## src/rtl/core/rmsm_pkg.sv

```systemverilog
// ----------------------------------------------------------------------------
// Windowed RMS meter package
// Field widths, register reset value and shared sizes for the RMS meter.
// ----------------------------------------------------------------------------
package rmsm_pkg;

  // Input sample: two's complement raw acceleration
  localparam int SAMPLE_W = 16;
  // Sample magnitude 0..32768
  localparam int MAG_W = 16;
  // Square of the magnitude, up to 2^30
  localparam int SQ_W = 31;
  // Result: floored RMS, 0..32768
  localparam int RMS_W = 16;

  // Window length register
  localparam int WLEN_W = 11;
  localparam logic [WLEN_W-1:0] WLEN_RESET = 11'd500;

  // Default largest window
  localparam int WINDOW_MAX_DEF = 1024;

endpackage

```

## src/rtl/core/rmsm_mean_root.sv

```systemverilog
// ----------------------------------------------------------------------------
// Mean and root unit
// Bit-serial restoring divide of the window sum by the sample count, then a
// two-bits-per-step restoring square root of the quotient.
// ----------------------------------------------------------------------------
module rmsm_mean_root #(
  parameter int SUM_W = 41,
  parameter int CNT_W = 11
) (
  input  logic                        clk,
  input  logic                        rst,
  input  logic                        start,
  input  logic [SUM_W-1:0]            dividend,
  input  logic [CNT_W-1:0]            divisor,
  output logic                        done,
  output logic [rmsm_pkg::RMS_W-1:0]  root
);

  localparam int SQ_STEPS = (SUM_W + 1) / 2;
  localparam int V_W      = 2 * SQ_STEPS;
  localparam int RS_W     = SQ_STEPS + 2;
  localparam int STEP_W   = $clog2(SUM_W + 1);

  typedef enum logic [1:0] {
    U_IDLE,
    U_DIV,
    U_ROOT
  } ustate_t;

  ustate_t             state;
  logic [STEP_W-1:0]   step;
  logic [CNT_W-1:0]    dvsr;
  logic [CNT_W-1:0]    rem;
  logic [SUM_W-1:0]    quo;
  logic [V_W-1:0]      vsh;
  logic [RS_W-1:0]     rs;
  logic [SQ_STEPS-1:0] yr;

  // Divide step: shift in the next dividend bit, subtract if it fits
  logic [CNT_W:0]   r_sh;
  logic [CNT_W:0]   d_ext;
  logic [CNT_W:0]   r_diff;
  logic             div_ge;
  logic [CNT_W-1:0] rem_next;

  assign r_sh     = {rem, quo[SUM_W-1]};
  assign d_ext    = {1'b0, dvsr};
  assign div_ge   = (r_sh >= d_ext);
  assign r_diff   = r_sh - d_ext;
  assign rem_next = div_ge ? r_diff[CNT_W-1:0] : r_sh[CNT_W-1:0];

  // Root step: bring down two bits, try root*4+1
  logic [RS_W+1:0] rs_sh;
  logic [RS_W+1:0] trial;
  logic [RS_W+1:0] rs_diff;
  logic            sq_ge;
  logic [RS_W-1:0] rs_next;

  assign rs_sh   = {rs, vsh[V_W-1:V_W-2]};
  assign trial   = (RS_W+2)'({yr, 2'b01});
  assign sq_ge   = (rs_sh >= trial);
  assign rs_diff = rs_sh - trial;
  assign rs_next = sq_ge ? rs_diff[RS_W-1:0] : rs_sh[RS_W-1:0];

  // Sequencer
  always_ff @(posedge clk) begin
    if (rst) begin
      state <= U_IDLE;
      step  <= '0;
      done  <= 1'b0;
    end else begin
      // one-cycle pulse with the last root step
      done <= (state == U_ROOT) && (step == STEP_W'(SQ_STEPS - 1));
      unique case (state)
        U_IDLE: begin
          if (start) begin
            quo   <= dividend;
            rem   <= '0;
            dvsr  <= divisor;
            step  <= '0;
            state <= U_DIV;
          end
        end
        U_DIV: begin
          rem  <= rem_next;
          quo  <= {quo[SUM_W-2:0], div_ge};
          if (step == STEP_W'(SUM_W - 1)) begin
            vsh   <= V_W'({quo[SUM_W-2:0], div_ge});
            rs    <= '0;
            yr    <= '0;
            step  <= '0;
            state <= U_ROOT;
          end else begin
            step <= step + 1'b1;
          end
        end
        U_ROOT: begin
          rs   <= rs_next;
          yr   <= {yr[SQ_STEPS-2:0], sq_ge};
          vsh  <= {vsh[V_W-3:0], 2'b00};
          step <= step + 1'b1;
          if (step == STEP_W'(SQ_STEPS - 1)) begin
            root  <= rmsm_pkg::RMS_W'({yr[SQ_STEPS-2:0], sq_ge});
            state <= U_IDLE;
          end
        end
        default: state <= U_IDLE;
      endcase
    end
  end

endmodule

```

## src/rtl/core/windowed_rms_meter_top.sv

```systemverilog
// A sample is squared by the shift-add squarer before the next sample is taken. A
// window-ending sample is also divided and rooted by the serial unit before the next
// sample is taken; a full output register stalls that hand-off.
// Reset clears the window sum, sample count and output valid; window length is 500.
// ----------------------------------------------------------------------------
// Windowed RMS meter
// Accumulates squared samples over non-overlapping windows and emits the
// floored root of the floored mean square at each window end.
// ----------------------------------------------------------------------------
module windowed_rms_meter_top #(
  parameter int WINDOW_MAX = rmsm_pkg::WINDOW_MAX_DEF
) (
  input  logic                          clk,
  input  logic                          rst,
  // Configuration: window_length
  input  logic                          cfg_we,
  input  logic [rmsm_pkg::WLEN_W-1:0]   cfg_wdata,   // [10:0] window_length
  // Sample stream
  input  logic                          s_tvalid,
  output logic                          s_tready,
  input  logic [rmsm_pkg::SAMPLE_W-1:0] s_tdata,     // [15:0] sample
  // Result stream
  output logic                          m_tvalid,
  input  logic                          m_tready,
  output logic [rmsm_pkg::RMS_W-1:0]    m_tdata      // [15:0] rms_value
);

  localparam int CNT_W  = $clog2(WINDOW_MAX + 1);
  localparam int SUM_W  = rmsm_pkg::SQ_W + $clog2(WINDOW_MAX);
  localparam int CMP_W  = (CNT_W > rmsm_pkg::WLEN_W) ? CNT_W : rmsm_pkg::WLEN_W;
  localparam int MAG_W  = rmsm_pkg::MAG_W;
  localparam int MD_W   = rmsm_pkg::SQ_W;
  localparam int BIT_W  = $clog2(MAG_W);

  typedef enum logic [2:0] {
    ST_IDLE,
    ST_SQUARE,
    ST_START,
    ST_ROOT,
    ST_OUT
  } state_t;

  state_t                       state;
  logic [rmsm_pkg::WLEN_W-1:0]  window_length;
  logic [SUM_W-1:0]             square_sum;
  logic [CNT_W-1:0]             sample_count;
  logic [MD_W-1:0]              md;
  logic [MAG_W-1:0]             mq;
  logic [BIT_W-1:0]             bit_cnt;
  logic                         close;

  logic                         root_start;
  logic                         root_done;
  logic [rmsm_pkg::RMS_W-1:0]   root;

  // Configuration register
  always_ff @(posedge clk) begin
    if (rst) begin
      window_length <= rmsm_pkg::WLEN_RESET;
    end else if (cfg_we) begin
      window_length <= cfg_wdata;
    end
  end

  // Effective length: zero acts as one, clamp at WINDOW_MAX
  logic [CMP_W-1:0] wl_ext;
  logic [CMP_W-1:0] eff_len;
  logic [CNT_W-1:0] cnt_inc;
  logic [MAG_W-1:0] mag;

  assign wl_ext = CMP_W'(window_length);

  always_comb begin
    priority if (wl_ext == '0) begin
      eff_len = CMP_W'(1);
    end else if (wl_ext > CMP_W'(WINDOW_MAX)) begin
      eff_len = CMP_W'(WINDOW_MAX);
    end else begin
      eff_len = wl_ext;
    end
  end

  assign cnt_inc = sample_count + 1'b1;

  // Magnitude of the two's complement sample
  assign mag = s_tdata[rmsm_pkg::SAMPLE_W-1] ? (~s_tdata + 1'b1) : s_tdata;

  assign s_tready   = (state == ST_IDLE);
  assign root_start = (state == ST_START);

  // Control, shift-add squarer, accumulator and output register
  always_ff @(posedge clk) begin
    if (rst) begin
      state        <= ST_IDLE;
      square_sum   <= '0;
      sample_count <= '0;
      bit_cnt      <= '0;
      close        <= 1'b0;
      m_tvalid     <= 1'b0;
    end else begin
      // ST_OUT reloads the register itself
      if (m_tvalid && m_tready && (state != ST_OUT)) begin
        m_tvalid <= 1'b0;
      end
      unique case (state)
        ST_IDLE: begin
          if (s_tvalid) begin
            md           <= MD_W'(mag);
            mq           <= mag;
            bit_cnt      <= '0;
            sample_count <= cnt_inc;
            close        <= (CMP_W'(cnt_inc) >= eff_len);
            state        <= ST_SQUARE;
          end
        end
        ST_SQUARE: begin
          // one multiplier bit per cycle, added straight into the window sum
          if (mq[0]) begin
            square_sum <= square_sum + SUM_W'(md);
          end
          md      <= {md[MD_W-2:0], 1'b0};
          mq      <= {1'b0, mq[MAG_W-1:1]};
          bit_cnt <= bit_cnt + 1'b1;
          if (bit_cnt == BIT_W'(MAG_W - 1)) begin
            state <= close ? ST_START : ST_IDLE;
          end
        end
        ST_START: begin
          // unit has latched the sum and count; open a new window
          square_sum   <= '0;
          sample_count <= '0;
          state        <= ST_ROOT;
        end
        ST_ROOT: begin
          if (root_done) begin
            state <= ST_OUT;
          end
        end
        ST_OUT: begin
          if (!m_tvalid || m_tready) begin
            m_tvalid <= 1'b1;
            m_tdata  <= root;
            state    <= ST_IDLE;
          end
        end
        default: state <= ST_IDLE;
      endcase
    end
  end

  rmsm_mean_root #(
    .SUM_W (SUM_W),
    .CNT_W (CNT_W)
  ) u_mean_root (
    .clk      (clk),
    .rst      (rst),
    .start    (root_start),
    .dividend (square_sum),
    .divisor  (sample_count),
    .done     (root_done),
    .root     (root)
  );

`ifndef SYNTH
  // count never runs past the largest window
  a_count_range: assert property (@(posedge clk) disable iff (rst)
    CMP_W'(sample_count) <= CMP_W'(WINDOW_MAX))
    else $error("sample count beyond window max");

  // handing a window to the unit leaves an empty window behind
  a_window_clear: assert property (@(posedge clk) disable iff (rst)
    (state == ST_START) |=> (square_sum == '0 && sample_count == '0))
    else $error("window not cleared after close");

  // the unit reports only while the controller waits on it
  a_done_state: assert property (@(posedge clk) disable iff (rst)
    root_done |-> (state == ST_ROOT))
    else $error("root done outside of root wait");

  // the root of a mean square of 16-bit samples stays within 32768
  a_root_range: assert property (@(posedge clk) disable iff (rst)
    root_done |-> (root <= rmsm_pkg::RMS_W'(32768)))
    else $error("root out of range");
`endif

endmodule

```

## config.mk

```make
export PLATFORM = sky130hd
export DESIGN_NAME = windowed_rms_meter_top
export DESIGN_NICKNAME = d
export VERILOG_FILES = /design/src/rtl/core/rmsm_pkg.sv /design/src/rtl/core/rmsm_mean_root.sv /design/src/rtl/core/windowed_rms_meter_top.sv
export SDC_FILE = /design/constraint.sdc
export NUM_CORES = 1
export LEC_CHECK = 0
export BUFFER_PORTS_ARGS = -buffer_cell sky130_fd_sc_hd__buf_2
export CAP_MARGIN = 15
export CELL_PAD_IN_SITES_DETAIL_PLACEMENT = 0
export CELL_PAD_IN_SITES_GLOBAL_PLACEMENT = 1
export CORE_ASPECT_RATIO = 0.7
export CORE_MARGIN = 10
export CORE_UTILIZATION = 54
export DETAILED_ROUTE_END_ITERATION = 10
export GPL_ROUTABILITY_DRIVEN = 0
export PLACE_DENSITY = 0.92
export SYNTH_ARGS = -nofsm -noshare
export SYNTH_HDL_FRONTEND = slang
export SYNTH_SLANG_ARGS = --single-unit
```

## constraint.sdc

```tcl
create_clock -name clk -period 19.9 [get_ports clk]
set_input_delay 1.99 -clock clk [delete_from_list [all_inputs] [get_ports clk]]
set_output_delay 1.99 -clock clk [all_outputs]
set_load 0.1 [all_outputs]
```

Word level (Yosys, flattened, before mapping)
Cells that the tools add are included.
{"block": "word_totals", "ff_bits": 309, "word_cells": 119}
{"block": "classes", "n_addsub": 7, "order_cmp": 4, "eq_ne": 18, "n_mux": 41, "bitwise": 2, "n_reduce_logical": 27}
{"operator": "41-bit case mux with 2 select lines", "n": 2}
{"operator": "42-bit case mux with 2 select lines", "n": 1}
{"operator": "41-bit two-way mux", "n": 2}
{"operator": "31-bit case mux with 2 select lines", "n": 1}
{"operator": "11-bit two-way mux", "n": 5}
{"operator": "23-bit two-way mux", "n": 2}
{"operator": "23-bit case mux with 2 select lines", "n": 1}
{"operator": "11-bit case mux with 2 select lines", "n": 2}
{"operator": "42-bit two-way mux", "n": 1}
{"operator": "21-bit case mux with 2 select lines", "n": 1}
{"operator": "41-bit by 31-bit adder with 41-bit output", "n": 1}
{"operator": "16-bit two-way mux", "n": 2}
{"operator": "16-bit case mux with 2 select lines", "n": 1}
{"operator": "31-bit two-way mux", "n": 1}
{"operator": "25-bit by 23-bit greater-or-equal comparator with 1-bit output", "n": 1}
{"operator": "23-bit subtractor", "n": 1}
{"operator": "21-bit two-way mux", "n": 1}
{"operator": "3-bit AND reduction", "n": 7}
{"operator": "6-bit case mux with 3 select lines", "n": 1}
{"operator": "16-bit by 1-bit adder with 16-bit output, second input constant", "n": 1}
{"operator": "16-bit inverter", "n": 1}
{"operator": "3-bit case mux with 5 select lines", "n": 1}
{"operator": "12-bit by 11-bit greater-or-equal comparator with 1-bit output", "n": 1}
{"operator": "3-bit two-way mux", "n": 4}
{"operator": "other kinds (34)", "n": 57}

Depth between registers and ports, before layout
{"block": "depth", "depth_word": 5, "depth_mapped": 14, "depth_no_buf": 13}

By module
A second synthesis with hierarchy kept.
{"block": "unflattened", "hier_cells": 1445, "hier_area_um2": 16265.6}
{"mod": "rmsm_mean_root", "instances": 1, "cells_each": 669, "area_per_inst_um2": 8793.4, "seq_area_each_um2": 5134.9}
{"mod": "windowed_rms_meter_top", "instances": 1, "cells_each": 776, "area_per_inst_um2": 7472.2, "seq_area_each_um2": 3333.2}

Worst setup path after synthesis
No wires, ideal clock.
{"block": "synth_timing", "path_kind": "input -> register", "startpoint": "input rst", "endpoint": "register u_mean_root.rs[0] (enable)", "arrival_ns": 8.214, "path_slack_ns": 11.050, "path_stages": 3, "path_buffers": 2, "cell_sequence": "clkbuf_1 -> clkbuf_1 -> nor3_1"}
{"block": "synth_via", "elab_chain_cells": 2}
{"item": "from (decl)", "line_no": "windowed_rms_meter_top.sv:14", "source": "input logic rst,"}
{"item": "1-bit inverter (no source line)"}
{"item": "3-bit AND reduction (no source line)"}
{"item": "to (signal assigned)", "line_no": "rmsm_mean_root.sv:98", "source": "rs <= rs_next;"}
{"item": "to (decl)", "line_no": "rmsm_mean_root.sv:36", "source": "logic [RS_W-1:0] rs;"}
No other way between the ends.
A chain may end at the register's enable or synchronous reset.

Final worst setup path
{"block": "layout_timing", "startpoint": "register u_mean_root.yr[6]", "endpoint": "register u_mean_root.rs[16], data pin"}
{"block": "layout_via", "elab_chain_cells": 3, "word_cells_on_any_way": 4, "classes_between": "1 x add/sub; 1 x order compare; 2 x mux"}
{"item": "from (decl)", "line_no": "rmsm_mean_root.sv:37", "source": "logic [SQ_STEPS-1:0] yr;"}
{"item": "from (signal assigned)", "line_no": "rmsm_mean_root.sv:99", "source": "yr <= {yr[SQ_STEPS-2:0], sq_ge};"}
{"item": "23-bit subtractor / 25-bit by 23-bit greater-or-equal comparator with 1-bit output (equally long branches)", "line_no": "rmsm_mean_root.sv:62, rmsm_mean_root.sv:61"}
{"item": "23-bit two-way mux (*)", "line_no": "rmsm_mean_root.sv:63", "source": "assign rs_next = sq_ge ? rs_diff[RS_W-1:0] : rs_sh[RS_W-1:0];"}
{"item": "23-bit case mux with 2 select lines (*)", "line_no": "rmsm_mean_root.sv:74", "source": "unique case (state)"}
Mark *: on every way between the ends. The rest lies on a longest branch, timed or not.

==> flow_summary.json <==
{
  "status": "finished clean",
  "post-dp-hpwl_um": 22200,
  "first_pass_iters": 4,
  "syn_inst": 1433,
  "power_mw": 1.43,
  "start_util_pct": 55.3,
  "first_global_vias": 10200,
  "p_int_mw": 1.11,
  "relSlewSlack_pct": 30.9,
  "synthFlopType": "edfxtp_1",
  "clock-sinks": 309,
  "pwr_density_cell_nw_per_um2": 80.2,
  "pin_count": 50,
  "fin_util_pct": 61.0,
  "holdCritPathClass": "reg -> reg",
  "critPathCaptureType": "flip-flop",
  "pwr-share-comb_pct": 7.7,
  "pre_cts_ws_ns": 15.57,
  "slowest_stage": "nand3_1",
  "drt_iter0_drc": 783,
  "worstPathMaxFanout": 18,
  "synth_cell_types": 71,
  "grt_overflow": 0,
  "vias_per_cell": 5.72,
  "clock_path_buffers": 3,
  "min_period_ns": 3.77,
  "crit_type": "reg -> reg",
  "critical_path.startpoint": "u_mean_root.yr[6]",
  "final-hold-violation-count": 0,
  "drt-met1-wl_um": 16600,
  "grt_pass1_wl_um": 52700,
  "antenna_found_initial": 0,
  "synthArstFlopShare_pct": 0,
  "tightest_slew_ns": 1.04,
  "cts_tree": "yes",
  "post_cts_buffers": 0,
  "core_um2": 29200,
  "num_rows": 52,
  "dp_cells": 1817,
  "worst_slack_ns": 16.13,
  "yosys_warnings": 0,
  "clkTransAtPathRegs_ns": 0.07,
  "top_layer": "met4",
  "layout-drive-gt1-share_pct": 14.6,
  "cts_resized": 0,
  "cp_common_cell": "nand3_1",
  "cts-root-buf": "clkbuf_16",
  "synth_edf_count": 228,
  "cp.arrival_ns": 4.09,
  "crit_path_start_kind": "flip-flop",
  "cts.htree.levels": 1,
  "setup_tns_ns": 0,
  "routedWlPerCell_um": 17.2,
  "seqPwrFrac_pct": 49.9,
  "synth.avg_cell_area_um2": 11.3,
  "yosys_register_bits": 309,
  "max_cap_violations": 0,
  "grt_setup_unrepaired": "no",
  "place_area_um2": 16800,
  "switchingPower_mw": 0.323,
  "fin_nets": 1590,
  "grt_start_max_net_pins": 91,
  "critPathMaxStageDelay_ns": 0.54,
  "port_buffers": 49,
  "drc": 0,
  "wl_met3_um": 1220,
  "cts_buffers": 29,
  "maxSlewViolCount": 0,
  "ir_drop_mv": 0.0557,
  "switching_share_pct": 22.6,
  "clock_latency_ns": 0.56,
  "num_antenna_cells": 0,
  "route.met2.wl_um": 14000,
  "p_leak_nw": 6.97,
  "syn_area_um2": 16200,
  "seq_area_frac_synth_pct": 52.4,
  "clock_skew_ns": 0.0133,
  "required_ns": 20.22,
  "fin_area_um2": 17800,
  "layout.cells.non_filler": 1870,
  "chipHeight_um": 165,
  "finalCritPeriodShare_pct": 19.0,
  "crit_chain": "inv_1 -> ha_1 -> nand4_1 -> a2111oi_2 -> o21ai_1 -> a21o_1 -> o31ai_4 -> nand3_1 -> nand3_1 -> buf_4 -> mux2_2 -> and2_1",
  "syn2layout_area_growth_pct": 10.3,
  "max_freq_mhz": 265,
  "drt_wl_total_um": 32200,
  "ant_nets": 0,
  "whs_ns": 0.419,
  "hold_start": "u_mean_root.root[7]",
  "die_x_um": 227,
  "finalSetupViolCount": 0,
  "dieArea_um2": 37400,
  "track_usage_pct": 17.0,
  "vias": 10700,
  "synth_nets": 1553,
  "clockPowerShare_pct": 42.4,
  "r2r_start": "u_mean_root.yr[6]",
  "hold_buffers": 0
}
metal layers:
layer	vias to the layer above	global-route usage, %
li1	5294	-
met1	5228	25.6
met2	149	25.6
met3	33	2.76
met4	0	2.86
met5	-	0
critical path, delay by kind of cell, from the launching register on:
kind / cells / cell delay (ns)
multiplexers: 1 / 0.37
flip-flops: 1 / 0.43
buffers and inverters: 2 / 0.47
AO/OA/AOI/OAI: 4 / 0.93
adder cells (fa/ha/maj): 1 / 0.38
AND/OR/NAND/NOR: 4 / 0.96
registers in the layout (all words and copies together) (netlist names), 2 cells and up:
| name | cells |
|---|---|
| md | 31 |
| u_mean_root.yr | 21 |
| u_mean_root.dvsr | 11 |
| u_mean_root.rs | 23 |
| bit_cnt | 4 |
| mq | 16 |
| square_sum | 41 |
| window_length | 11 |
| m_tdata | 16 |
| u_mean_root.quo | 41 |
| u_mean_root.rem | 11 |
| u_mean_root.vsh | 42 |
| sample_count | 11 |
| state | 3 |
| u_mean_root.state | 2 |
| u_mean_root.root | 16 |
| u_mean_root.step | 6 |
cells by family after synthesis:
group | count (synthesis) | share of synthesized area [%]
buffers and inverters | 116 | 2.81
AO/OA/AOI/OAI | 307 | 13.0
AND/OR/NAND/NOR | 416 | 12.7
multiplexers | 112 | 7.57
XOR/XNOR | 85 | 4.61
adder cells (fa/ha/maj) | 88 | 6.91
flip-flops | 309 | 52.4
final timing paths:
path | to | slack [ns] | cells past startpoint
setup / recovery | u_mean_root.rs[16] | 16.13 | 12
hold / removal | m_tdata[7] | 0.42 | 0
setup reg to reg | u_mean_root.rs[16] | 16.13 | 12
hold reg to reg | m_tdata[7] | 0.42 | 0
synth_stat cells, types with 15 or more instances:
master	number	area share, %
o21ai_0	51	1.6
nand2_1	111	2.6
nor3_1	18	0.56
edfxtp_1	228	42
o21a_1	41	1.9
dfxtp_1	81	10
xor2_1	42	2.3
mux2_2	81	5.6
ha_1	86	6.7
a21o_1	29	1.3
nand2b_1	15	0.58
nor2b_1	42	1.6
mux2i_1	31	1.9
clkbuf_1	46	1.1
nor2_1	95	2.2
inv_1	58	1.3
xnor2_1	43	2.3
and2_1	44	1.7
a21oi_1	92	2.8
nand3_1	34	1.1
power groups by stage:
stage | Combinational (mW) | Sequential (mW) | Clock [mW]
2_1_floorplan | 0.0849 | 0.724 | 0
3_3_place_gp | 0.106 | 0.728 | 0
3_5_place_dp | 0.109 | 0.728 | 0
4_1_cts | 0.110 | 0.714 | 0.618
5_1_grt | 0.123 | 0.715 | 0.643
6_report | 0.110 | 0.714 | 0.606
placed cells by master (no fill, tap or decap), types with 6 or more instances in the layout:
| cell type | instances |
|---|---|
| o31ai_1 | 6 |
| xnor2_1 | 43 |
| nand3_1 | 34 |
| nor3b_1 | 8 |
| nand2b_1 | 15 |
| o21a_1 | 41 |
| a21oi_1 | 91 |
| buf_2 | 49 |
| dfxtp_1 | 81 |
| a211o_1 | 7 |
| nor3_1 | 16 |
| nor4_1 | 7 |
| a22o_1 | 7 |
| nand4_1 | 13 |
| bufinv_16 | 6 |
| o21bai_1 | 6 |
| a211oi_1 | 7 |
| and3_1 | 12 |
| nand2_1 | 111 |
| buf_4 | 14 |
| xor2_1 | 42 |
| nor2b_1 | 42 |
| and2_1 | 44 |
| inv_1 | 58 |
| clkbuf_16 | 29 |
| ha_1 | 84 |
| nor2_1 | 94 |
| a21o_1 | 29 |
| o21ai_0 | 51 |
| edfxtp_1 | 228 |
| mux2i_1 | 31 |
| mux2_2 | 81 |
area by class of cell:
| class | instances | area [um^2] |
|---|---|---|
| Clock buffer | 34 | 785 |
| Clock inverter | 19 | 253 |
| Fill cell | 2332 | 11400 |
| Inverter | 59 | 221 |
| Multi-Input combinational cell | 1008 | 7270 |
| Sequential cell | 309 | 8470 |
| Tap cell | 378 | 473 |
| Timing Repair Buffer | 63 | 350 |
Note: power is estimated with default switching activity, not from simulation.
